[config.mk]
export PLATFORM = sky130hd
export DESIGN_NAME = detection_row_decode
export DESIGN_NICKNAME = d
export VERILOG_FILES = /design/src/drd_pkg.sv /design/src/detection_row_decode.sv /design/src/drd_row_acc.sv /design/src/drd_axis_clamp.sv
export SDC_FILE = /design/constraint.sdc
export NUM_CORES = 2
export LEC_CHECK = 0
export BUFFER_PORTS_ARGS = -buffer_cell sky130_fd_sc_hd__buf_2
export CAP_MARGIN = 30
export CORE_ASPECT_RATIO = 1.1
export CORE_MARGIN = 2
export CORE_UTILIZATION = 55
export CTS_CLUSTER_SIZE = 12
export DETAILED_ROUTE_END_ITERATION = 12
export PLACE_DENSITY = 0.75
export RECOVER_POWER = 25
export SYNTH_ARGS = -nofsm -noshare
export SYNTH_HDL_FRONTEND = slang
export SYNTH_SLANG_ARGS = --single-unit
[constraint.sdc]
create_clock -name i_clk -period 9.4 [get_ports i_clk]
set_input_delay 1.41 -clock i_clk [delete_from_list [all_inputs] [get_ports i_clk]]
set_output_delay 1.41 -clock i_clk [all_outputs]
set_load 0.1 [all_outputs]
[src/drd_pkg.sv]
// Shared types, widths and helpers for the detection row decoder.
// Used by drd_row_acc, drd_axis_clamp and detection_row_decode.
`timescale 1ns / 1ps
`default_nettype none

package drd_pkg;

    localparam int VALUE_W    = 16;
    localparam int POS_W      = 8;
    localparam int CLASS_W    = 7;
    localparam int ROW_W      = 15;
    localparam int FRAME_W    = 13;
    localparam int SUM_W      = 19;                 // 2*c +/- s, signed
    localparam int PROD_W     = SUM_W + FRAME_W + 1; // sum times frame, signed
    localparam int EDGE_W     = PROD_W - 16;         // after the /2^16 step
    localparam int SCORE_P_W  = 2 * VALUE_W;
    localparam int LEFT_W     = 12;
    localparam int EXT_W      = 13;
    localparam int CFG_IDX_W  = 2;
    localparam int OUT_W      = ROW_W + CLASS_W + VALUE_W + 2 * LEFT_W + 2 * EXT_W;

    // element positions within a row
    localparam logic [POS_W-1:0] POS_CX     = 8'd0;
    localparam logic [POS_W-1:0] POS_CY     = 8'd1;
    localparam logic [POS_W-1:0] POS_W_EL   = 8'd2;
    localparam logic [POS_W-1:0] POS_H_EL   = 8'd3;
    localparam logic [POS_W-1:0] POS_OBJ    = 8'd4;
    localparam logic [POS_W-1:0] CLASS_BASE = 8'd5;
    localparam logic [POS_W-1:0] CLASS_END  = 8'd133;  // first class base + 128
    localparam logic [POS_W-1:0] POS_MAX    = 8'd255;

    localparam logic [ROW_W-1:0] ROW_LIMIT  = 15'd32767;

    // configuration register indexes
    localparam logic [CFG_IDX_W-1:0] CFG_THRESHOLD = 2'd0;
    localparam logic [CFG_IDX_W-1:0] CFG_FRAME_W   = 2'd1;
    localparam logic [CFG_IDX_W-1:0] CFG_FRAME_H   = 2'd2;

    typedef struct packed {
        logic [ROW_W-1:0]   row_index;
        logic [CLASS_W-1:0] class_id;
        logic [VALUE_W-1:0] objectness;
        logic [VALUE_W-1:0] best_prob;
        logic [SUM_W-1:0]   sum_x_lo;   // 2*cx - w
        logic [SUM_W-1:0]   sum_x_hi;   // 2*cx + w
        logic [SUM_W-1:0]   sum_y_lo;
        logic [SUM_W-1:0]   sum_y_hi;
    } t_row_snap;

    // truncation toward zero of p / 2^16
    function automatic logic signed [EDGE_W-1:0] trunc16(input logic signed [PROD_W-1:0] p);
        logic signed [EDGE_W-1:0] q;
        q = p[PROD_W-1:16];
        if (p[PROD_W-1] && (p[15:0] != 16'd0)) begin
            q = q + EDGE_W'(1);
        end
        return q;
    endfunction

endpackage

`default_nettype wire

[src/detection_row_decode.sv]
// Detection row decoder top level: element stream in, one result per kept row out.
// Depends on drd_pkg, drd_row_acc and drd_axis_clamp.
//
// Takes one tensor element per clock cycle while s_axis_tready is high. The
// element that carries tlast closes its row; the row then runs through three
// pipeline registers (row snapshot, products, edge truncation and score test)
// into the output register, where a kept row is presented. Rows that fail the
// threshold tests leave no result. The sustained rate is set by the row
// accumulator, which folds one element into the class maximum each cycle that
// an element is accepted. Each stage moves whenever the next one is free, so
// input keeps flowing while a result waits at the output, until the stages fill.
// Configuration writes are meant to happen only with the pipeline empty.
`timescale 1ns / 1ps
`default_nettype none

module detection_row_decode
    import drd_pkg::*;
(
    input  wire logic                 i_clk,
    input  wire logic                 i_rst_n,

    input  wire logic                 i_cfg_we,
    input  wire logic [CFG_IDX_W-1:0] i_cfg_index,
    input  wire logic [VALUE_W-1:0]   i_cfg_data,

    input  wire logic                 s_axis_tvalid,
    output logic                      s_axis_tready,
    input  wire logic [VALUE_W-1:0]   s_axis_tdata,   // value
    input  wire logic                 s_axis_tlast,   // row_end
    input  wire logic                 s_axis_tuser,   // frame_start

    output logic                      m_axis_tvalid,
    input  wire logic                 m_axis_tready,
    // row_index, class_id, score, box_left, box_top, box_width, box_height
    output logic [OUT_W-1:0]          m_axis_tdata
);

    logic [VALUE_W-1:0] r_thr;
    logic [FRAME_W-1:0] r_frame_w;
    logic [FRAME_W-1:0] r_frame_h;

    always_ff @(posedge i_clk) begin
        if (!i_rst_n) begin
            r_thr     <= 16'd16384;
            r_frame_w <= 13'd640;
            r_frame_h <= 13'd640;
        end else if (i_cfg_we) begin
            case (i_cfg_index)
                CFG_THRESHOLD: r_thr     <= i_cfg_data;
                CFG_FRAME_W:   r_frame_w <= i_cfg_data[FRAME_W-1:0];
                CFG_FRAME_H:   r_frame_h <= i_cfg_data[FRAME_W-1:0];
                default: ;
            endcase
        end
    end

    // stage enables, back to front
    logic en1, en2, en3, en_out;
    logic in_xfer;

    logic r_s1_valid, r_s2_valid, r_s3_valid, r_out_valid;

    assign en_out = !r_out_valid || m_axis_tready;
    assign en3    = !r_s3_valid || en_out;
    assign en2    = !r_s2_valid || en3;
    assign en1    = !r_s1_valid || en2;

    assign s_axis_tready = en1;
    assign in_xfer       = s_axis_tvalid && en1;

    t_row_snap snap;
    t_row_snap r_s1;

    drd_row_acc u_acc (
        .i_clk         (i_clk),
        .i_rst_n       (i_rst_n),
        .i_accept      (in_xfer),
        .i_value       (s_axis_tdata),
        .i_row_end     (s_axis_tlast),
        .i_frame_start (s_axis_tuser),
        .o_snap        (snap)
    );

    // stage 1: row snapshot
    always_ff @(posedge i_clk) begin
        if (!i_rst_n) begin
            r_s1_valid <= 1'b0;
        end else if (en1) begin
            r_s1_valid <= in_xfer && s_axis_tlast;
        end
    end

    always_ff @(posedge i_clk) begin
        if (en1 && in_xfer && s_axis_tlast) begin
            r_s1 <= snap;
        end
    end

    // stage 2: score product and edge products
    logic [ROW_W-1:0]          r_s2_row;
    logic [CLASS_W-1:0]        r_s2_cls;
    logic [VALUE_W-1:0]        r_s2_obj;
    logic [SCORE_P_W-1:0]      r_s2_prod;
    logic signed [PROD_W-1:0]  r_s2_xlo, r_s2_xhi, r_s2_ylo, r_s2_yhi;

    logic signed [FRAME_W:0]   fw_s, fh_s;
    assign fw_s = $signed({1'b0, r_frame_w});
    assign fh_s = $signed({1'b0, r_frame_h});

    always_ff @(posedge i_clk) begin
        if (!i_rst_n) begin
            r_s2_valid <= 1'b0;
        end else if (en2) begin
            r_s2_valid <= r_s1_valid;
        end
    end

    always_ff @(posedge i_clk) begin
        if (en2) begin
            r_s2_row  <= r_s1.row_index;
            r_s2_cls  <= r_s1.class_id;
            r_s2_obj  <= r_s1.objectness;
            r_s2_prod <= r_s1.objectness * r_s1.best_prob;
            r_s2_xlo  <= $signed(r_s1.sum_x_lo) * fw_s;
            r_s2_xhi  <= $signed(r_s1.sum_x_hi) * fw_s;
            r_s2_ylo  <= $signed(r_s1.sum_y_lo) * fh_s;
            r_s2_yhi  <= $signed(r_s1.sum_y_hi) * fh_s;
        end
    end

    // stage 3: threshold tests, score, truncated edges
    logic                     keep;
    logic [SCORE_P_W-16:0]    score_full;
    logic [VALUE_W-1:0]       score_sat;

    assign keep = (r_s2_obj > r_thr) &&
                  (r_s2_prod > {1'b0, r_thr, 15'd0});
    assign score_full = r_s2_prod[SCORE_P_W-1:15];
    assign score_sat  = score_full[SCORE_P_W-16] ? {VALUE_W{1'b1}}
                                                 : score_full[VALUE_W-1:0];

    logic [ROW_W-1:0]          r_s3_row;
    logic [CLASS_W-1:0]        r_s3_cls;
    logic [VALUE_W-1:0]        r_s3_score;
    logic signed [EDGE_W-1:0]  r_s3_xlo, r_s3_xhi, r_s3_ylo, r_s3_yhi;

    always_ff @(posedge i_clk) begin
        if (!i_rst_n) begin
            r_s3_valid <= 1'b0;
        end else if (en3) begin
            r_s3_valid <= r_s2_valid && keep;
        end
    end

    always_ff @(posedge i_clk) begin
        if (en3) begin
            r_s3_row   <= r_s2_row;
            r_s3_cls   <= r_s2_cls;
            r_s3_score <= score_sat;
            r_s3_xlo   <= trunc16(r_s2_xlo);
            r_s3_xhi   <= trunc16(r_s2_xhi);
            r_s3_ylo   <= trunc16(r_s2_ylo);
            r_s3_yhi   <= trunc16(r_s2_yhi);
        end
    end

    // output stage: clamp to the frame
    logic [LEFT_W-1:0]        left, top;
    logic signed [EXT_W-1:0]  bw, bh;

    drd_axis_clamp u_clamp_x (
        .i_lo    (r_s3_xlo),
        .i_hi    (r_s3_xhi),
        .i_frame (r_frame_w),
        .o_low   (left),
        .o_ext   (bw)
    );

    drd_axis_clamp u_clamp_y (
        .i_lo    (r_s3_ylo),
        .i_hi    (r_s3_yhi),
        .i_frame (r_frame_h),
        .o_low   (top),
        .o_ext   (bh)
    );

    logic [OUT_W-1:0] r_out;

    always_ff @(posedge i_clk) begin
        if (!i_rst_n) begin
            r_out_valid <= 1'b0;
        end else if (en_out) begin
            r_out_valid <= r_s3_valid;
        end
    end

    always_ff @(posedge i_clk) begin
        if (en_out) begin
            r_out <= {bh, bw, top, left, r_s3_score, r_s3_cls, r_s3_row};
        end
    end

    assign m_axis_tvalid = r_out_valid;
    assign m_axis_tdata  = r_out;

    // a row snapshot appears only after a transfer that closed a row
    a_snap_from_row_end: assert property (@(posedge i_clk) disable iff (!i_rst_n)
        $rose(r_s1_valid) |-> $past(s_axis_tvalid && s_axis_tready && s_axis_tlast))
        else $error("row snapshot without a row end transfer");

    // a blocked snapshot is not lost
    a_snap_held: assert property (@(posedge i_clk) disable iff (!i_rst_n)
        (r_s1_valid && !en2) |=> r_s1_valid)
        else $error("stalled row snapshot dropped");

    // a presented result always passed the score test
    a_score_over_thr: assert property (@(posedge i_clk) disable iff (!i_rst_n)
        m_axis_tvalid |-> (m_axis_tdata[37:22] >= r_thr))
        else $error("result score below threshold");

    // the input side never stalls while stage 1 or stage 2 is free
    a_ready_when_free: assert property (@(posedge i_clk) disable iff (!i_rst_n)
        (!r_s1_valid || !r_s2_valid) |-> s_axis_tready)
        else $error("input stalled with a free stage");

endmodule

`default_nettype wire

[src/drd_row_acc.sv]
// Per-row accumulator: holds box fields, objectness and the running class maximum.
// Presents the finished row snapshot for the element being accepted. Uses drd_pkg.
`timescale 1ns / 1ps
`default_nettype none

module drd_row_acc
    import drd_pkg::*;
(
    input  wire logic               i_clk,
    input  wire logic               i_rst_n,
    input  wire logic               i_accept,
    input  wire logic [VALUE_W-1:0] i_value,
    input  wire logic               i_row_end,
    input  wire logic               i_frame_start,
    output t_row_snap               o_snap
);

    logic [POS_W-1:0]   r_pos,  n_pos;
    logic [VALUE_W-1:0] r_cx,   n_cx;
    logic [VALUE_W-1:0] r_cy,   n_cy;
    logic [VALUE_W-1:0] r_w,    n_w;
    logic [VALUE_W-1:0] r_h,    n_h;
    logic [VALUE_W-1:0] r_obj,  n_obj;
    logic [VALUE_W-1:0] r_best, n_best;
    logic [CLASS_W-1:0] r_cls,  n_cls;
    logic [ROW_W-1:0]   r_row,  n_row;

    logic [POS_W-1:0]   pos;
    logic [VALUE_W-1:0] cx, cy, w, h, obj, best;
    logic [CLASS_W-1:0] cls;
    logic [ROW_W-1:0]   row;
    logic [POS_W-1:0]   class_off;

    always_comb begin
        // frame start clears everything before the element lands
        pos  = i_frame_start ? '0 : r_pos;
        cx   = i_frame_start ? '0 : r_cx;
        cy   = i_frame_start ? '0 : r_cy;
        w    = i_frame_start ? '0 : r_w;
        h    = i_frame_start ? '0 : r_h;
        obj  = i_frame_start ? '0 : r_obj;
        best = i_frame_start ? '0 : r_best;
        cls  = i_frame_start ? '0 : r_cls;
        row  = i_frame_start ? '0 : r_row;
        class_off = pos - CLASS_BASE;

        case (pos)
            POS_CX:   cx  = i_value;
            POS_CY:   cy  = i_value;
            POS_W_EL: w   = i_value;
            POS_H_EL: h   = i_value;
            POS_OBJ:  obj = i_value;
            default: begin
                if ((pos < CLASS_END) && (i_value > best)) begin
                    best = i_value;
                    cls  = class_off[CLASS_W-1:0];
                end
            end
        endcase

        o_snap.row_index  = row;
        o_snap.class_id   = cls;
        o_snap.objectness = obj;
        o_snap.best_prob  = best;
        o_snap.sum_x_lo   = {2'b00, cx, 1'b0} - {3'b000, w};
        o_snap.sum_x_hi   = {2'b00, cx, 1'b0} + {3'b000, w};
        o_snap.sum_y_lo   = {2'b00, cy, 1'b0} - {3'b000, h};
        o_snap.sum_y_hi   = {2'b00, cy, 1'b0} + {3'b000, h};

        n_pos = r_pos; n_cx = r_cx; n_cy = r_cy; n_w = r_w; n_h = r_h;
        n_obj = r_obj; n_best = r_best; n_cls = r_cls; n_row = r_row;
        if (i_accept) begin
            if (i_row_end) begin
                n_pos = '0; n_cx = '0; n_cy = '0; n_w = '0; n_h = '0;
                n_obj = '0; n_best = '0; n_cls = '0;
                n_row = (row < ROW_LIMIT) ? row + ROW_W'(1) : row;
            end else begin
                n_pos = (pos < POS_MAX) ? pos + POS_W'(1) : pos;
                n_cx = cx; n_cy = cy; n_w = w; n_h = h;
                n_obj = obj; n_best = best; n_cls = cls; n_row = row;
            end
        end
    end

    always_ff @(posedge i_clk) begin
        if (!i_rst_n) begin
            r_pos <= '0; r_cx <= '0; r_cy <= '0; r_w <= '0; r_h <= '0;
            r_obj <= '0; r_best <= '0; r_cls <= '0; r_row <= '0;
        end else begin
            r_pos <= n_pos; r_cx <= n_cx; r_cy <= n_cy; r_w <= n_w; r_h <= n_h;
            r_obj <= n_obj; r_best <= n_best; r_cls <= n_cls; r_row <= n_row;
        end
    end

endmodule

`default_nettype wire

[src/drd_axis_clamp.sv]
// One box axis: clamps the low and high edges to the frame and forms the extent.
// Combinational; uses drd_pkg.
`timescale 1ns / 1ps
`default_nettype none

module drd_axis_clamp
    import drd_pkg::*;
(
    input  wire logic signed [EDGE_W-1:0]  i_lo,
    input  wire logic signed [EDGE_W-1:0]  i_hi,
    input  wire logic        [FRAME_W-1:0] i_frame,
    output logic             [LEFT_W-1:0]  o_low,
    output logic signed      [EXT_W-1:0]   o_ext
);

    localparam logic signed [EDGE_W:0] EXT_MAX = (EDGE_W + 1)'(4095);
    localparam logic signed [EDGE_W:0] EXT_MIN = -(EDGE_W + 1)'(4096);
    localparam logic signed [EDGE_W-1:0] LOW_MAX = EDGE_W'(4095);

    logic signed [EDGE_W-1:0] frame_m1;
    logic signed [EDGE_W-1:0] lo_c;
    logic signed [EDGE_W-1:0] hi_c;
    logic signed [EDGE_W:0]   ext;

    always_comb begin
        frame_m1 = $signed({{(EDGE_W - FRAME_W){1'b0}}, i_frame}) - EDGE_W'(1);
        lo_c = (i_lo < 0) ? '0 : i_lo;
        hi_c = (i_hi > frame_m1) ? frame_m1 : i_hi;
        ext  = $signed({hi_c[EDGE_W-1], hi_c}) - $signed({lo_c[EDGE_W-1], lo_c});

        o_low = (lo_c > LOW_MAX) ? LOW_MAX[LEFT_W-1:0] : lo_c[LEFT_W-1:0];
        if (ext > EXT_MAX) begin
            o_ext = EXT_MAX[EXT_W-1:0];
        end else if (ext < EXT_MIN) begin
            o_ext = EXT_MIN[EXT_W-1:0];
        end else begin
            o_ext = ext[EXT_W-1:0];
        end
    end

endmodule

`default_nettype wire
Yosys cells after proc, flatten, opt, wreduce, memory -nomap -nowiden:

Cells that the tools add are included.

* register bits: 694
* input bits: 41
* logic and storage cells: 154

* add/subtract/negate cells: 15
* multipliers: 5
* magnitude comparators: 16
* equal/unequal tests: 6
* mux-type cells: 39
* reduce and logical (&&, ||, !) cells: 29

Operators with widths (number)
* two-way mux 16 bit: 19
* two-way mux 17 bit: 8
* adder 17 x 2 -> 17 bit, second input constant: 4
* multiplier 18 x 14 -> 32 bit: 2
* nonzero test 16 bit: 4
* multiplier 18 x 13 -> 31 bit: 2
* two-way mux 15 bit: 3
* adder 17 x 16 -> 18 bit: 2
* > comparator 18 x 13 -> 1 bit, second input constant: 2
* < comparator 18 x 13 -> 1 bit, second input constant: 2
* subtractor 17 x 16 -> 18 bit: 2
* subtractor 17 x 17 -> 18 bit: 2
* > comparator 17 x 13 -> 1 bit, second input constant: 2
* > comparator 17 bit: 2
* < comparator 17 x 1 -> 1 bit, second input constant: 2
* > comparator 16 bit: 2
* > comparator 32 x 31 -> 1 bit: 1
* multiplier 16 x 16 -> 32 bit: 1
* two-way mux 7 bit: 4
* subtractor 13 x 1 -> 14 bit, second input constant: 2
* two-way mux 13 bit: 2
* two-way mux 8 bit: 3
* equality test 8 x 2 -> 1 bit, second input constant: 2
* < comparator 8 bit, second input constant: 2
* other kinds (15): 33

Longest topological paths before layout:

* depth in word-level cells: 8
* mapped depth: 33
* gate-level depth less buffers: 30

Hierarchy:

Synthesis repeated with hierarchy kept, for this count alone.

* cells, all modules: 8053
* area total of the unflattened synthesis: 78435.2 sq um

By module, submodules not included
* detection_row_decode: instances 1, cells an instance 6228, area each 64902.2 sq um, sequential area each 16716.0 sq um
* drd_row_acc: instances 1, cells an instance 1301, area each 9794.4 sq um, sequential area each 2522.4 sq um
* drd_axis_clamp: instances 2, cells an instance 262, area each 1869.3 sq um, sequential area each 0.0 sq um

Worst setup path after synthesis:

No wires, ideal clock.

* kind: in2reg
* from: in m_axis_tready
* to: reg r_s2_cls[0] (enable)
* arrival time: 5323 ps
* required time: 7633 ps
* path slack: 2310 ps
* stages: 2
* buffers on the path: 0
* cell sequence: nor2b_1 -> nand3_1

* cells in the longest elaborated chain, start to end: 3

RTL lines
* start: declaration: RTL line detection_row_decode.sv:33 `input wire logic m_axis_tready,`
* logical OR 1 bit: RTL line detection_row_decode.sv:63 `assign en_out = !r_out_valid || m_axis_tready;`
* logical OR 1 bit: RTL line detection_row_decode.sv:64 `assign en3 = !r_s3_valid || en_out;`
* logical OR 1 bit: RTL line detection_row_decode.sv:65 `assign en2 = !r_s2_valid || en3;`
* via en2: RTL line detection_row_decode.sv:58 `logic en1, en2, en3, en_out;`
* end signal: assignment: RTL line detection_row_decode.sv:121 `r_s2_cls <= r_s1.class_id;`
* end: declaration: RTL line detection_row_decode.sv:101 `logic [CLASS_W-1:0] r_s2_cls;`

The timed path passes the listed nets, and every way through them passes these cells.
A chain may end at the register's enable or synchronous reset.

Worst setup path after layout:

* from: reg r_frame_w[0]
* to: reg r_out[65] (netlist: m_axis_tdata[65]) (data pin)

* cells in the longest elaborated chain, start to end: 6
* elaborated cells on any way between the ends: 7

RTL lines
* start: declaration: RTL line detection_row_decode.sv:39 `logic [FRAME_W-1:0] r_frame_w;`
* start signal: assignment: RTL line detection_row_decode.sv:50 `CFG_FRAME_W: r_frame_w <= i_cfg_data[FRAME_W-1:0];`
* subtractor 13 x 1 -> 14 bit *: RTL line drd_axis_clamp.sv:26 `frame_m1 = $signed({{(EDGE_W - FRAME_W){1'b0}}, i_frame}) - EDGE_W'(1);`
* > comparator 17 bit: RTL line drd_axis_clamp.sv:28 `hi_c = (i_hi > frame_m1) ? frame_m1 : i_hi;`
* two-way mux 17 bit *: RTL line drd_axis_clamp.sv:28
* subtractor 17 x 17 -> 18 bit *: RTL line drd_axis_clamp.sv:29 `ext = $signed({hi_c[EDGE_W-1], hi_c}) - $signed({lo_c[EDGE_W-1], lo_c});`
* < comparator 18 x 13 -> 1 bit: RTL line drd_axis_clamp.sv:34 `end else if (ext < EXT_MIN) begin`
* two-way mux 13 bit: RTL line drd_axis_clamp.sv:34
* end signal: assignment: RTL line detection_row_decode.sv:199 `r_out <= {bh, bw, top, left, r_s3_score, r_s3_cls, r_s3_row};`
* end: declaration: RTL line detection_row_decode.sv:187 `logic [OUT_W-1:0] r_out;`

Every way passes the cells marked *; elsewhere a longest branch is shown, timed or not.

==> flow_metrics.tcl <==
set metrics [dict create \
    setup_viol 0 \
    cts.clk_slew.worst_paths_ps 60 \
    critical_path.max_fanout 25 \
    drcViolationCount 0 \
    routed-via-count 49267 \
    h_tree_levels 3 \
    start_kind "flip-flop" \
    postRouteAntennaNets 0 \
    die-area_um2 130000 \
    grt_start_max_net_pins 90 \
    numCtsBuffers 76 \
    synthesis.area_um2 69700 \
    post_synthesis_cell_type_count 83 \
    synth_to_layout_area_growth_pct 6.49 \
    drv.max_cap_violation_count 3 \
    clk_latency_ps 660 \
    worst-endpoint-required_ps 9760 \
    critPathKind "reg -> reg" \
    timing.critical_path.slowest_stage_cell "sky130_fd_sc_hd__clkbuf_1" \
    first_global_vias 51446 \
    initial_standard_cell_utilization_of_the_core_pct 55.2 \
    synthDominantCellAreaShare_pct 28.7 \
    path_common_cell "sky130_fd_sc_hd__a21oi_1" \
    syn-mean-instance-area_um2 9.79 \
    track_usage_pct 26.3 \
    drt-initial-drc-count 3597 \
    routabilityCongestion 0.909 \
    cts_max_path_buffers 3 \
    synth_top_flop_cell "sky130_fd_sc_hd__edfxtp_1" \
    synth_enable_flop_cells 478 \
    cts_tree "built" \
    p_per_area_nw_per_um2 205 \
    critical-path-max-stage-delay_ps 860 \
    firstDrtPassIters 6 \
    final_area_um2 74200 \
    timing_worst_slew_pin_value_ps 3560 \
    synthesis.nets 8751 \
    gr-total-overflow 0 \
    slew_headroom_pct -137 \
    die_width_um 343 \
    violations_in_the_final_reports "capacitance limit, slew limit" \
    maxSlewViolCount 169 \
    clock-root-buffer "sky130_fd_sc_hd__clkbuf_16" \
    hp-class "reg -> reg" \
    fmaxAchievable_mhz 131 \
    dieHeight_um 377 \
    mean_number_of_vias_per_cell 5.61 \
    power.total_w 0.0152 \
    power_leakage_nw 34.1 \
    synthDominantAreaCellType "sky130_fd_sc_hd__fa_1" \
    status "finished, violations left" \
    post_cts_hold_buffer_count 0 \
    grt_antenna_before_repair 14 \
    crit_path_end_kind "flip-flop" \
    post-dp-hpwl_um 128000 \
    num_rows 137 \
    ys_top_cells_by_area "sky130_fd_sc_hd__fa_1 (29%), sky130_fd_sc_hd__edfxtp_1 (21%), sky130_fd_sc_hd__ha_1 (11%)" \
    critical_path_arrival_ps 7990 \
    ys_ff_latch 650 \
    grt_setup_unrepaired "false" \
    syn-instance-count 7122 \
    dpl_cell_area_um2 71700 \
    postRouteWirelength_um 167000 \
    post_cts_resize_count 0 \
    fin_skew_ps 46.3 \
    vdd_ir_drop_max_mv 0.253 \
    share_of_cells_above_drive_strength_1_pct 4.94 \
    period_utilization_pct 81.2 \
    final-hold-violation-count 0 \
    top_level_ports 131 \
    drt-wirelength-per-cell_um 19.0 \
    async_reset_ff_share_pct 0 \
    grt_first_pass_wirelength_um 270000 \
    cts.sink_count 650 \
    post_cts_buffers 0 \
    synth-warning-count 0 \
    setup_total_negative_slack_ps 0 \
    yosysSeqAreaShare_pct 25.5 \
    placeableCoreArea_um2 126000 \
    final_nets 8678 \
    place.port_buffers 130 \
    regToRegSetupSlack_ps 1770 \
    post_route_minimum_period_ps 7630 \
]
==> worst paths after layout <==
| kind | cells past startpoint | from | end |
|---|---|---|---|
| worst min register to register | 0 | r_s2_xhi[27] | r_s3_xhi[11] |
| worst max register to register | 29 | r_frame_w[0] | m_axis_tdata[65] |
| worst max-delay path | 29 | r_frame_w[0] | m_axis_tdata[65] |
| worst min-delay path | 0 | r_s2_xhi[27] | r_s3_xhi[11] |
==> power breakdown <==
| part | total (W) | switching (W) | leakage (nW) | internal [W] |
|---|---|---|---|---|
| Combinational | 0.00783 | 0.00490 | 26.5 | 0.00292 |
| Clock | 0.00302 | 0.00124 | 1.24 | 0.00178 |
| Sequential | 0.00440 | 0.000382 | 6.34 | 0.00401 |
| Total | 0.0152 | 0.00653 | 34.1 | 0.00871 |
==> area by class of cell <==
class | count | area [um2]
fill | 10465 | 52100
multi-input combinational | 4973 | 46300
sequential | 650 | 17800
inverter | 1171 | 4400
clock buffer | 106 | 2180
tap | 1668 | 2090
timing repair buffer | 177 | 1050
clock inverter | 33 | 389
antenna | 3 | 7.51
==> cells in the mapped netlist, drive strengths merged (9+ instances only) <==
cell type,n
inv,1171
fa,998
nand2,964
ha,590
and2,566
edfxtp,478
clkbuf,313
nor2,229
o21ai,227
a21oi,210
xnor2,185
dfxtp,172
nand3,110
nor2b,105
xor2,79
a21o,69
nand2b,60
a31oi,55
a21boi,49
a22oi,49
nor3,46
and3,39
o21a,36
nand4,31
o21bai,23
or2,23
a22o,22
a211oi,21
nor4,17
or3,17
buf,15
o211ai,12
a2111oi,9
a211o,9
o31ai,9
==> sequential cells by signal (all words and copies together) (netlist names), 15 cells and up <==
name and cells:
r_s2_obj 16, r_s1 124, r_s2_prod 32, u_acc.r_cy 16, u_acc.r_row 15, r_s2_ylo 32, r_s3_row 15, u_acc.r_h 16
r_thr 16, u_acc.r_obj 16, u_acc.r_w 16, r_s3_yhi 15, u_acc.r_cx 16, u_acc.r_best 16, r_s2_xhi 15, r_s3_score 16
m_axis_tdata 88, r_s3_ylo 17, r_s3_xlo 17, r_s3_xhi 15, r_s2_row 15, r_s2_yhi 15, r_s2_xlo 32
==> placed cells by master, fill, tap and decap left out, drive strengths merged, types with 49 or more instances in the layout <==
cell	count
ha	590
a21oi	210
nand2	964
nand2b	60
nand3	110
a22oi	49
clkbuf	111
fa	998
o21ai	227
buf	172
xnor2	185
dfxtp	172
nor2	229
edfxtp	478
inv	1177
and2	566
nor2b	105
a21o	69
a21boi	49
xor2	79
a31oi	55
==> cell families (layout without fill, tap and decap cells) <==
group,after synthesis,count (layout),share of synthesized area [%]
AOI/OAI and AO/OA,859,859,7.86
xor gates and xnor gates,264,264,3.32
adders and majority gates,1588,1588,39.2
buffers and inverters,1499,1487,8.08
DFF,650,650,25.5
muxes,12,12,0.179
other,0,3,0
and+or+nand+nor,2250,2250,15.8
==> layer usage <==
metal	wire, um	global-route usage (%)	vias to the layer above
met5	145	0	-
li1	-	-	22500
met1	67700	34.5	24572
met2	79400	43.5	1774
met4	6370	9.92	22
met3	12900	4.68	399
==> worst max-delay path, delay by kind of cell (launching register included) <==
kind	cells	cell delay (ps)
AOI/OAI and AO/OA	16	3680
buffers and inverters	2	1150
and+or+nand+nor	7	780
DFF	1	630
xor gates and xnor gates	1	260
adders and majority gates	3	860
==> through the flow <==
stage / hold slack [ps] / utilization, % / instances / worst slack [ps]
after floorplan: 400 / - / 7122 / 2310
after global placement: 401 / 56.7 / 8636 / 2120
after detailed placement: 405 / 56.7 / 8639 / 1930
after CTS: 412 / 58.8 / 8778 / 1880
after global routing: 418 / 58.8 / 8779 / 979
final: 411 / 58.8 / 8781 / 1770
No activity file was read; power rests on OpenSTA's default activity.
